File: src/deq_pkg.sv
// ----------------------------------------------------------------------------
// deq_pkg
// Shared types and codes for the ring-buffer double-ended queue.
// ----------------------------------------------------------------------------
package deq_pkg;

    localparam int CMD_W  = 3;
    localparam int STAT_W = 2;
    localparam int DATA_W = 32;

    // Command codes carried in the input tuser.
    localparam logic [CMD_W-1:0] CMD_PUSH_FRONT = 3'd0;
    localparam logic [CMD_W-1:0] CMD_PUSH_BACK  = 3'd1;
    localparam logic [CMD_W-1:0] CMD_POP_FRONT  = 3'd2;
    localparam logic [CMD_W-1:0] CMD_POP_BACK   = 3'd3;
    localparam logic [CMD_W-1:0] CMD_DUMP       = 3'd4;

    // Status codes carried in the output tuser.
    localparam logic [STAT_W-1:0] STAT_OK    = 2'd0;
    localparam logic [STAT_W-1:0] STAT_EMPTY = 2'd1;
    localparam logic [STAT_W-1:0] STAT_FULL  = 2'd2;

    typedef struct packed {
        logic [CMD_W-1:0]         op;
        logic signed [DATA_W-1:0] value;
    } t_cmd;

endpackage

File: src/deq_ram.sv
// ----------------------------------------------------------------------------
// deq_ram
// Generic single-write, single-read RAM with a registered read port.
// ----------------------------------------------------------------------------
module deq_ram #(
    parameter int WIDTH = 32,
    parameter int DEPTH = 16
) (
    input  logic                     i_clk,
    input  logic                     i_wr_en,
    input  logic [$clog2(DEPTH)-1:0] i_wr_addr,
    input  logic [WIDTH-1:0]         i_wr_data,
    input  logic                     i_rd_en,
    input  logic [$clog2(DEPTH)-1:0] i_rd_addr,
    output logic [WIDTH-1:0]         o_rd_data
);

    logic [WIDTH-1:0] r_mem [DEPTH];
    logic [WIDTH-1:0] r_rd_data;

    always_ff @(posedge i_clk) begin
        if (i_wr_en) begin
            r_mem[i_wr_addr] <= i_wr_data;
        end
        // Read data holds until the next read is issued.
        if (i_rd_en) begin
            r_rd_data <= r_mem[i_rd_addr];
        end
    end

    assign o_rd_data = r_rd_data;

endmodule

File: src/deq_front.sv
// ----------------------------------------------------------------------------
// deq_front
// Input stage: accepts command items, drops unused command codes and holds
// up to two decoded commands for the execution stage.
// ----------------------------------------------------------------------------
module deq_front (
    input  logic                              i_clk,
    input  logic                              i_rst_n,
    input  logic                              i_s_tvalid,
    output logic                              o_s_tready,
    input  logic [deq_pkg::DATA_W-1:0]        i_s_tdata,
    input  logic [deq_pkg::CMD_W-1:0]         i_s_tuser,
    output logic                              o_cmd_valid,
    input  logic                              i_cmd_ready,
    output deq_pkg::t_cmd                     o_cmd
);

    deq_pkg::t_cmd r_slot [2];
    logic          r_wr_ptr;
    logic          r_rd_ptr;
    logic [1:0]    r_fill;

    logic accept;
    logic known;
    logic push;
    logic pop;

    assign o_s_tready  = (r_fill != 2'd2);
    assign accept      = i_s_tvalid && o_s_tready;
    assign known       = i_s_tuser inside {[deq_pkg::CMD_PUSH_FRONT:deq_pkg::CMD_DUMP]};
    assign push        = accept && known;
    assign o_cmd_valid = (r_fill != 2'd0);
    assign pop         = o_cmd_valid && i_cmd_ready;
    assign o_cmd       = r_slot[r_rd_ptr];

    always_ff @(posedge i_clk) begin
        if (push) begin
            r_slot[r_wr_ptr].op    <= i_s_tuser;
            r_slot[r_wr_ptr].value <= i_s_tdata;
        end
    end

    always_ff @(posedge i_clk) begin
        if (!i_rst_n) begin
            r_wr_ptr <= 1'b0;
            r_rd_ptr <= 1'b0;
            r_fill   <= 2'd0;
        end else begin
            if (push) begin
                r_wr_ptr <= ~r_wr_ptr;
            end
            if (pop) begin
                r_rd_ptr <= ~r_rd_ptr;
            end
            if (push && !pop) begin
                r_fill <= r_fill + 2'd1;
            end else if (pop && !push) begin
                r_fill <= r_fill - 2'd1;
            end
        end
    end

endmodule

File: src/deq_back.sv
// ----------------------------------------------------------------------------
// deq_back
// Execution stage: keeps head and count, drives the entry RAM, walks the
// entries on a dump and holds each result in the output register.
// ----------------------------------------------------------------------------
module deq_back #(
    parameter int CAPACITY = 16
) (
    input  logic                         i_clk,
    input  logic                         i_rst_n,
    input  logic                         i_cmd_valid,
    output logic                         o_cmd_ready,
    input  deq_pkg::t_cmd                i_cmd,
    output logic                         o_m_tvalid,
    input  logic                         i_m_tready,
    output logic [deq_pkg::DATA_W-1:0]   o_m_tdata,
    output logic [deq_pkg::STAT_W-1:0]   o_m_tuser,
    output logic                         o_m_tlast
);

    localparam int IDX_W = $clog2(CAPACITY);
    localparam int CNT_W = $clog2(CAPACITY + 1);

    localparam logic [1:0] S_IDLE = 2'd0;
    localparam logic [1:0] S_POP  = 2'd1;
    localparam logic [1:0] S_DUMP = 2'd2;

    localparam logic [IDX_W:0]   CAP_EXT = (IDX_W + 1)'(CAPACITY);
    localparam logic [IDX_W-1:0] IDX_TOP = IDX_W'(CAPACITY - 1);
    localparam logic [CNT_W-1:0] CNT_CAP = CNT_W'(CAPACITY);

    // Ring addition: both operands are below CAPACITY, so one subtract wraps.
    function automatic logic [IDX_W-1:0] wrap_add(input logic [IDX_W-1:0] a,
                                                  input logic [IDX_W-1:0] b);
        logic [IDX_W:0] s;
        s = {1'b0, a} + {1'b0, b};
        if (s >= CAP_EXT) begin
            s = s - CAP_EXT;
        end
        return s[IDX_W-1:0];
    endfunction

    logic [1:0]                  r_state,  n_state;
    logic [IDX_W-1:0]            r_head,   n_head;
    logic [CNT_W-1:0]            r_count,  n_count;
    logic [IDX_W-1:0]            r_idx,    n_idx;
    logic                        r_out_valid;
    logic [deq_pkg::DATA_W-1:0]  r_out_data;
    logic [deq_pkg::STAT_W-1:0]  r_out_status;
    logic                        r_out_last;

    logic                        out_free;
    logic                        take;
    logic                        full;
    logic                        empty;
    logic                        dump_last;
    logic [IDX_W-1:0]            head_dec;
    logic [CNT_W-1:0]            cnt_m1;

    logic                        wr_en;
    logic [IDX_W-1:0]            wr_addr;
    logic                        rd_en;
    logic [IDX_W-1:0]            rd_addr;
    logic [deq_pkg::DATA_W-1:0]  rd_data;

    logic                        load;
    logic [deq_pkg::STAT_W-1:0]  ld_status;
    logic [deq_pkg::DATA_W-1:0]  ld_data;
    logic                        ld_last;

    assign out_free    = !r_out_valid || i_m_tready;
    assign o_cmd_ready = (r_state == S_IDLE) && out_free;
    assign take        = i_cmd_valid && o_cmd_ready;
    assign full        = (r_count == CNT_CAP);
    assign empty       = (r_count == '0);
    assign cnt_m1      = r_count - CNT_W'(1);
    assign head_dec    = (r_head == '0) ? IDX_TOP : (r_head - IDX_W'(1));
    assign dump_last   = (CNT_W'(r_idx) == cnt_m1);

    always_comb begin
        n_state   = r_state;
        n_head    = r_head;
        n_count   = r_count;
        n_idx     = r_idx;
        wr_en     = 1'b0;
        wr_addr   = r_head;
        rd_en     = 1'b0;
        rd_addr   = r_head;
        load      = 1'b0;
        ld_status = deq_pkg::STAT_OK;
        ld_data   = '0;
        ld_last   = 1'b1;
        case (r_state)
            S_IDLE: begin
                if (take) begin
                    case (i_cmd.op)
                        deq_pkg::CMD_PUSH_FRONT: begin
                            load = 1'b1;
                            if (full) begin
                                ld_status = deq_pkg::STAT_FULL;
                            end else begin
                                wr_en   = 1'b1;
                                wr_addr = head_dec;
                                n_head  = head_dec;
                                n_count = r_count + CNT_W'(1);
                            end
                        end
                        deq_pkg::CMD_PUSH_BACK: begin
                            load = 1'b1;
                            if (full) begin
                                ld_status = deq_pkg::STAT_FULL;
                            end else begin
                                wr_en   = 1'b1;
                                wr_addr = wrap_add(r_head, r_count[IDX_W-1:0]);
                                n_count = r_count + CNT_W'(1);
                            end
                        end
                        deq_pkg::CMD_POP_FRONT: begin
                            if (empty) begin
                                load      = 1'b1;
                                ld_status = deq_pkg::STAT_EMPTY;
                            end else begin
                                rd_en   = 1'b1;
                                rd_addr = r_head;
                                n_head  = wrap_add(r_head, IDX_W'(1));
                                n_count = cnt_m1;
                                n_state = S_POP;
                            end
                        end
                        deq_pkg::CMD_POP_BACK: begin
                            if (empty) begin
                                load      = 1'b1;
                                ld_status = deq_pkg::STAT_EMPTY;
                            end else begin
                                rd_en   = 1'b1;
                                rd_addr = wrap_add(r_head, cnt_m1[IDX_W-1:0]);
                                n_count = cnt_m1;
                                n_state = S_POP;
                            end
                        end
                        deq_pkg::CMD_DUMP: begin
                            if (empty) begin
                                load      = 1'b1;
                                ld_status = deq_pkg::STAT_EMPTY;
                            end else begin
                                rd_en   = 1'b1;
                                rd_addr = r_head;
                                n_idx   = '0;
                                n_state = S_DUMP;
                            end
                        end
                        default: begin
                        end
                    endcase
                end
            end
            S_POP: begin
                if (out_free) begin
                    load    = 1'b1;
                    ld_data = rd_data;
                    n_state = S_IDLE;
                end
            end
            S_DUMP: begin
                // Each entry is loaded while the read of the next one goes out.
                if (out_free) begin
                    load    = 1'b1;
                    ld_data = rd_data;
                    ld_last = dump_last;
                    if (dump_last) begin
                        n_state = S_IDLE;
                    end else begin
                        n_idx   = r_idx + IDX_W'(1);
                        rd_en   = 1'b1;
                        rd_addr = wrap_add(r_head, r_idx + IDX_W'(1));
                    end
                end
            end
            default: begin
                n_state = S_IDLE;
            end
        endcase
    end

    always_ff @(posedge i_clk) begin
        if (!i_rst_n) begin
            r_state     <= S_IDLE;
            r_head      <= '0;
            r_count     <= '0;
            r_idx       <= '0;
            r_out_valid <= 1'b0;
        end else begin
            r_state <= n_state;
            r_head  <= n_head;
            r_count <= n_count;
            r_idx   <= n_idx;
            if (load) begin
                r_out_valid <= 1'b1;
            end else if (i_m_tready) begin
                r_out_valid <= 1'b0;
            end
        end
    end

    always_ff @(posedge i_clk) begin
        if (load) begin
            r_out_data   <= ld_data;
            r_out_status <= ld_status;
            r_out_last   <= ld_last;
        end
    end

    deq_ram #(
        .WIDTH (deq_pkg::DATA_W),
        .DEPTH (CAPACITY)
    ) u_ram (
        .i_clk     (i_clk),
        .i_wr_en   (wr_en),
        .i_wr_addr (wr_addr),
        .i_wr_data (i_cmd.value),
        .i_rd_en   (rd_en),
        .i_rd_addr (rd_addr),
        .o_rd_data (rd_data)
    );

    assign o_m_tvalid = r_out_valid;
    assign o_m_tdata  = r_out_data;
    assign o_m_tuser  = r_out_status;
    assign o_m_tlast  = r_out_last;

`ifndef SYNTHESIS
    a_count_bound: assert property (@(posedge i_clk) disable iff (!i_rst_n)
        r_count <= CNT_CAP)
        else $error("entry count exceeds capacity");

    a_push_grows: assert property (@(posedge i_clk) disable iff (!i_rst_n)
        (take && !full && (i_cmd.op == deq_pkg::CMD_PUSH_FRONT ||
                           i_cmd.op == deq_pkg::CMD_PUSH_BACK))
        |=> (r_count == $past(r_count) + CNT_W'(1)))
        else $error("accepted push did not grow the queue");

    a_pop_shrinks: assert property (@(posedge i_clk) disable iff (!i_rst_n)
        (take && !empty && (i_cmd.op == deq_pkg::CMD_POP_FRONT ||
                            i_cmd.op == deq_pkg::CMD_POP_BACK))
        |=> (r_count == $past(r_count) - CNT_W'(1)) && (r_state == S_POP))
        else $error("accepted pop did not shrink the queue");

    a_dump_keeps: assert property (@(posedge i_clk) disable iff (!i_rst_n)
        (r_state == S_DUMP) |=> $stable(r_count) && $stable(r_head))
        else $error("queue changed during a dump");

    a_result_on_take: assert property (@(posedge i_clk) disable iff (!i_rst_n)
        (take && (i_cmd.op == deq_pkg::CMD_PUSH_FRONT ||
                  i_cmd.op == deq_pkg::CMD_PUSH_BACK))
        |=> r_out_valid && r_out_last)
        else $error("push gave no result");
`endif

endmodule

File: src/double_ended_queue_ring.sv
// A bounded double-ended queue of signed 32-bit values held in a ring of
// CAPACITY RAM entries, with a head index and an entry count. The input tuser
// carries the command (push front, push back, pop front, pop back, dump) and
// tdata the value to push; unused command codes are accepted and dropped with
// no result. Every push or pop returns one result, and a dump returns one
// result per entry from front to back with tlast on the final one. The output
// tuser carries the status: ok, empty (pop or dump of an empty queue) or full
// (push into a full queue, which changes nothing). A push completes in the
// idle state, a pop waits in a pop state for the registered RAM read, and a
// dump walks the ring through the single read port; a two-entry command
// queue lets input items keep arriving while the execution stage works or
// the output is stalled.
// ----------------------------------------------------------------------------
// double_ended_queue_ring
// Top level: command input stage, execution stage and entry RAM.
// ----------------------------------------------------------------------------
module double_ended_queue_ring #(
    parameter int CAPACITY = 16
) (
    input  logic                         i_clk,
    input  logic                         i_rst_n,
    input  logic                         i_s_tvalid,
    output logic                         o_s_tready,
    input  logic [deq_pkg::DATA_W-1:0]   i_s_tdata,   // [31:0] push_value
    input  logic [deq_pkg::CMD_W-1:0]    i_s_tuser,   // [2:0] command
    output logic                         o_m_tvalid,
    input  logic                         i_m_tready,
    output logic [deq_pkg::DATA_W-1:0]   o_m_tdata,   // [31:0] out_value
    output logic [deq_pkg::STAT_W-1:0]   o_m_tuser,   // [1:0] status
    output logic                         o_m_tlast
);

    logic          cmd_valid;
    logic          cmd_ready;
    deq_pkg::t_cmd cmd;

    deq_front u_front (
        .i_clk       (i_clk),
        .i_rst_n     (i_rst_n),
        .i_s_tvalid  (i_s_tvalid),
        .o_s_tready  (o_s_tready),
        .i_s_tdata   (i_s_tdata),
        .i_s_tuser   (i_s_tuser),
        .o_cmd_valid (cmd_valid),
        .i_cmd_ready (cmd_ready),
        .o_cmd       (cmd)
    );

    deq_back #(
        .CAPACITY (CAPACITY)
    ) u_back (
        .i_clk       (i_clk),
        .i_rst_n     (i_rst_n),
        .i_cmd_valid (cmd_valid),
        .o_cmd_ready (cmd_ready),
        .i_cmd       (cmd),
        .o_m_tvalid  (o_m_tvalid),
        .i_m_tready  (i_m_tready),
        .o_m_tdata   (o_m_tdata),
        .o_m_tuser   (o_m_tuser),
        .o_m_tlast   (o_m_tlast)
    );

endmodule
File: config.mk
export PLATFORM = sky130hd
export DESIGN_NAME = double_ended_queue_ring
export DESIGN_NICKNAME = d
export VERILOG_FILES = /design/src/deq_pkg.sv /design/src/deq_ram.sv /design/src/deq_front.sv /design/src/deq_back.sv /design/src/double_ended_queue_ring.sv
export SDC_FILE = /design/constraint.sdc
export NUM_CORES = 1
export LEC_CHECK = 0
export BUFFER_PORTS_ARGS = -buffer_cell sky130_fd_sc_hd__buf_4
export CAP_MARGIN = 10
export CELL_PAD_IN_SITES_DETAIL_PLACEMENT = 1
export CELL_PAD_IN_SITES_GLOBAL_PLACEMENT = 1
export CORE_MARGIN = 1.5
export CORE_UTILIZATION = 54
export DETAILED_ROUTE_END_ITERATION = 16
export GPL_TIMING_DRIVEN = 0
export PLACE_DENSITY_LB_ADDON = 0.1
export SLEW_MARGIN = 15
export SYNTH_ARGS = -nofsm -noshare
export SYNTH_HDL_FRONTEND = slang
export SYNTH_HIERARCHICAL = 1
export SYNTH_SLANG_ARGS = --single-unit
File: constraint.sdc
create_clock -name i_clk -period 6.29 [get_ports i_clk]
set_clock_uncertainty 0.15 [all_clocks]
set_input_delay 0.9435 -clock i_clk [delete_from_list [all_inputs] [get_ports i_clk]]
set_output_delay 0.9435 -clock i_clk [all_outputs]
set_load 0.02 [all_outputs]
==> results.tsv <==
stage	metric	value	unit
power_and_ir_drop	max-vdd-ir-drop	0.268	mV
detailed_routing	postRouteWirelength	65.3	mm
yosys	synth_area_per_cell	20.1	sq um
placed_design	numPortBuffers	75	
final_layout	area_growth	15.9	%
sta	slew_violations	0	
power_and_ir_drop	p_seq_share	45.0	%
sta	worst_pin_slew	1.11	ns
floorplan	core_region_area	47600	sq um
setup_path	worstSetupPathType	reg -> reg	
power_and_ir_drop	p_switching	3.60	mW
detailed_routing	num_vias	13532	
yosys	ys_types	60	
global_route	gr-total-overflow	0	
worst_hold_path	hp-start	u_back/r_state[1]$_SDFFE_PN0P_	
yosys	ys.flop_type	edfxtp_1	
clock_tree	cts_buffer_depth	3	
detailed_routing	vias_per_cell	6.32	
clock_tree	cts_buffers	69	
power_and_ir_drop	power.internal	8.98	mW
worst_hold_path	hold_end	u_back/r_state[1]$_SDFFE_PN0P_	
clock_tree	cts_tree	done	
clock_tree	numClockSinks	670	
floorplan	ios	76	
worst_hold_path	hold_path.class	reg -> reg	
clock_tree	cts.clk_slew.worst_paths	0.06	ns
flow_run	cap_violations	0	
yosys	async_flop_share	0	%
sta	setup-tns-final	0	ns
global_route	grt_max_degree	20	
yosys	syn-num-nets	1356	
sta	rsz0062_at_grt	false	
clock_tree	hold_buffers	0	
setup_path	crit_fanout	10	
setup_path	rr_endpoint	u_back/u_ram/r_mem[0][20]$_DFFE_PP_	
setup_path	cp-start-kind	flip-flop	
yosys	yosys.area.top_type	edfxtp_1	
clock_tree	post_cts_buffers	0	
global_route	antenna_found_initial	2	
yosys	synth_seq_area_share	76.3	%
global_route	grt_pass1_wl	96.0	mm
clock_tree	cts_resized	0	
yosys	syn_area	26100	sq um
final_layout	final_layout_size_suffix_gt1_share	27.6	%
setup_path	cp.arrival	5.49	ns
setup_path	required	6.44	ns
setup_path	critPathCaptureType	flip-flop	
placed_design	dp_hpwl	42.1	mm
detailed_routing	drtIter0Drc	1344	
clock_tree	h-tree-depth	3	
sta	hold_slack	0.372	ns
floorplan	die-area	49600	sq um
setup_path	reg2reg_depth	14	
detailed_routing	wire_per_inst	30.5	microns
detailed_routing	ant_nets	0	
power_and_ir_drop	power_frac_comb	23.6	%
run_status	status	finished, final reports clean	
detailed_routing	drc	0	
yosys	synth_area_leaders	edfxtp_1 75%, mux4_2 11%, a22oi_1 1.8%	
power_and_ir_drop	powerDensity	416	nW/um^2
floorplan	start_util	54.7	%
sta	hold_violations	0	
power_and_ir_drop	pwr-share-clk	31.3	%
placed_design	placed_cells_incl_taps	2021	
sta	timing.slew.headroom	25.5	%
placed_design	globalplace.congestion	0.777	
yosys	synth-seq-cells	670	
sta	min_period	5.34	ns
power_and_ir_drop	p_sw_share	28.6	%
sta	setup_violations	0	
setup_path	regToRegSetupSlack	0.95	ns
floorplan	std_cell_rows	80	
sta	clock.fmax	187	MHz
detailed_routing	drt-pass1-iter-count	5	
yosys	synth_top_area_share	74.7	%
worst_hold_path	worstHoldPathCells	2	
global_route	grtUsageTotal	27.1	%
final_layout	fin_nets	1538	
sta	timing.final.crit_share	84.8	%
yosys	yosysWarnings	6	
floorplan	die_h	223	microns
floorplan	dieWidth	223	microns
yosys	synthCells	1295	
final_layout	final_cells	2142	
clock_tree	root_buffer	clkbuf_16	
clock_tree	insertion_delay	0.60	ns
global_route	grt_pass1_vias	14390	
yosys	synth_edf_count	649	
power_and_ir_drop	leakagePower	9.80	nW
cell usage in the layout (no fill, tap or decap), drive strengths merged, types with 4 or more instances in the layout:
cell type,synthesis,routed
nand3,14,14
nand2b,10,10
clkbuf,32,113
nor2b,6,6
a21oi,14,14
a22oi,64,64
xnor2,11,11
buf,34,145
and2,10,10
or3,4,4
mux4,128,128
ha,19,19
xor2,11,11
o21ai,16,16
o221ai,4,4
nand2,62,62
nand3b,5,5
and3,34,34
bufinv,0,6
inv,14,15
nor2,33,33
mux2,36,36
dfxtp,21,21
mux2i,7,7
nor3,10,10
a31oi,6,6
clkinv,0,31
edfxtp,649,649
a21o,5,5
area by class of cell:
type                            instances  area (sq um)
Antenna cell                            1          2.50
Buffer                                 66           310
Clock buffer                           81          1810
Clock inverter                         39           327
Fill cell                            3986         17400
Inverter                               14          52.6
Multi-Input combinational cell        545          5930
Sequential cell                       670         19900
Tap cell                              615           769
Timing Repair Buffer                  111          1100
sequential cells by signal, indices dropped and copies added, names as in the netlist, named ones only:
name / cells
u_back/r_head: 4
u_back/r_state: 2
u_back/o_m_tuser: 2
u_back/r_idx: 4
u_back/o_m_tvalid: 1
u_front/r_slot: 70
u_back/o_m_tlast: 1
u_front/r_wr_ptr: 1
u_front/r_rd_ptr: 1
u_back/r_count: 5
u_front/r_fill: 2
u_back/u_ram/r_mem: 512
u_back/o_m_tdata: 32
u_back/u_ram/o_rd_data: 32
power by group through the flow:
stage / logic [mW] / clock network, mW / registers (mW)
2_1_floorplan: 1.74 / 0 / 5.86
3_3_place_gp: 2.76 / 0 / 5.77
3_5_place_dp: 2.97 / 0 / 5.75
4_1_cts: 3.00 / 3.99 / 5.67
5_1_grt: 3.18 / 4.12 / 5.69
6_report: 2.97 / 3.94 / 5.66
synth_stat cells, types with 3 or more instances:
library cell,count
xor2_1,11
o21ai_1,3
dfxtp_1,21
mux2_2,36
a21o_1,5
or3_1,4
o221ai_1,4
and2_1,10
nand4_1,3
a31oi_1,6
inv_1,14
nor2_1,33
mux4_2,128
xnor2_1,10
edfxtp_1,649
fa_1,3
buf_4,11
a22oi_1,64
o21ai_0,13
clkbuf_1,32
mux2i_1,7
a21oi_1,13
and3_1,34
nand2b_1,10
ha_1,19
nand2_1,61
nand3_1,14
buf_1,11
nor3_1,9
buf_2,11
nor2b_1,6
nand3b_1,5
routing by layer:
| layer | wire length (microns) | GRT usage [%] | up-vias |
|---|---|---|---|
| li1 | - | - | 5667 |
| met1 | 27500 | 37.3 | 7301 |
| met2 | 33300 | 45.9 | 488 |
| met3 | 3350 | 3.61 | 76 |
| met4 | 1140 | 7.59 | 0 |
| met5 | 0 | 0 | - |
worst max-delay path, cell delays in order (launching register included):
cell	delay, ns
dfxtp_1	0.31
buf_2	0.30
buf_2	0.42
mux2_2	0.45
or3_1	0.37
buf_2	0.19
nor2_1	0.29
nand2_1	0.13
inv_1	0.20
o21ai_0	0.12
o2bb2ai_1	0.21
or3b_2	0.62
nor3_2	0.70
buf_4	0.34
buf_4	0.20
kinds of logic after synthesis:
kind of cell,after synthesis,share of synthesized area [%]
buf+inv,80,1.39
mux,171,12.9
flops,670,76.3
fa+ha+maj,22,1.14
xor+xnor,22,0.768
simple gates,201,3.97
compound gates,129,3.50
through the flow:
| step | util, % | worst slack [ns] | cell area (sq um) | total power [mW] |
|---|---|---|---|---|
| 2_1_floorplan | - | 0.774 | 26100 | 7.60 |
| 3_3_place_gp | 57.5 | -2.85 | 27400 | 8.54 |
| 3_5_place_dp | 58.9 | 1.10 | 28100 | 8.72 |
| 4_1_cts | 63.4 | 1.03 | 30200 | 12.7 |
| 5_1_grt | 63.4 | 0.738 | 30200 | 13.0 |
| 6_report | 63.4 | 0.953 | 30200 | 12.6 |
how the worst max path moves through the flow:
stage                                           to
2_1_floorplan   u_back/u_ram/r_mem[0][0]$_DFFE_PP_
3_3_place_gp   u_back/u_ram/r_mem[8][13]$_DFFE_PP_
6_report       u_back/u_ram/r_mem[0][20]$_DFFE_PP_
4_1_cts        u_back/u_ram/r_mem[0][20]$_DFFE_PP_
5_1_grt        u_back/u_ram/r_mem[3][13]$_DFFE_PP_
3_5_place_dp   u_back/u_ram/r_mem[0][16]$_DFFE_PP_
Power figures use the tool's default switching activity.
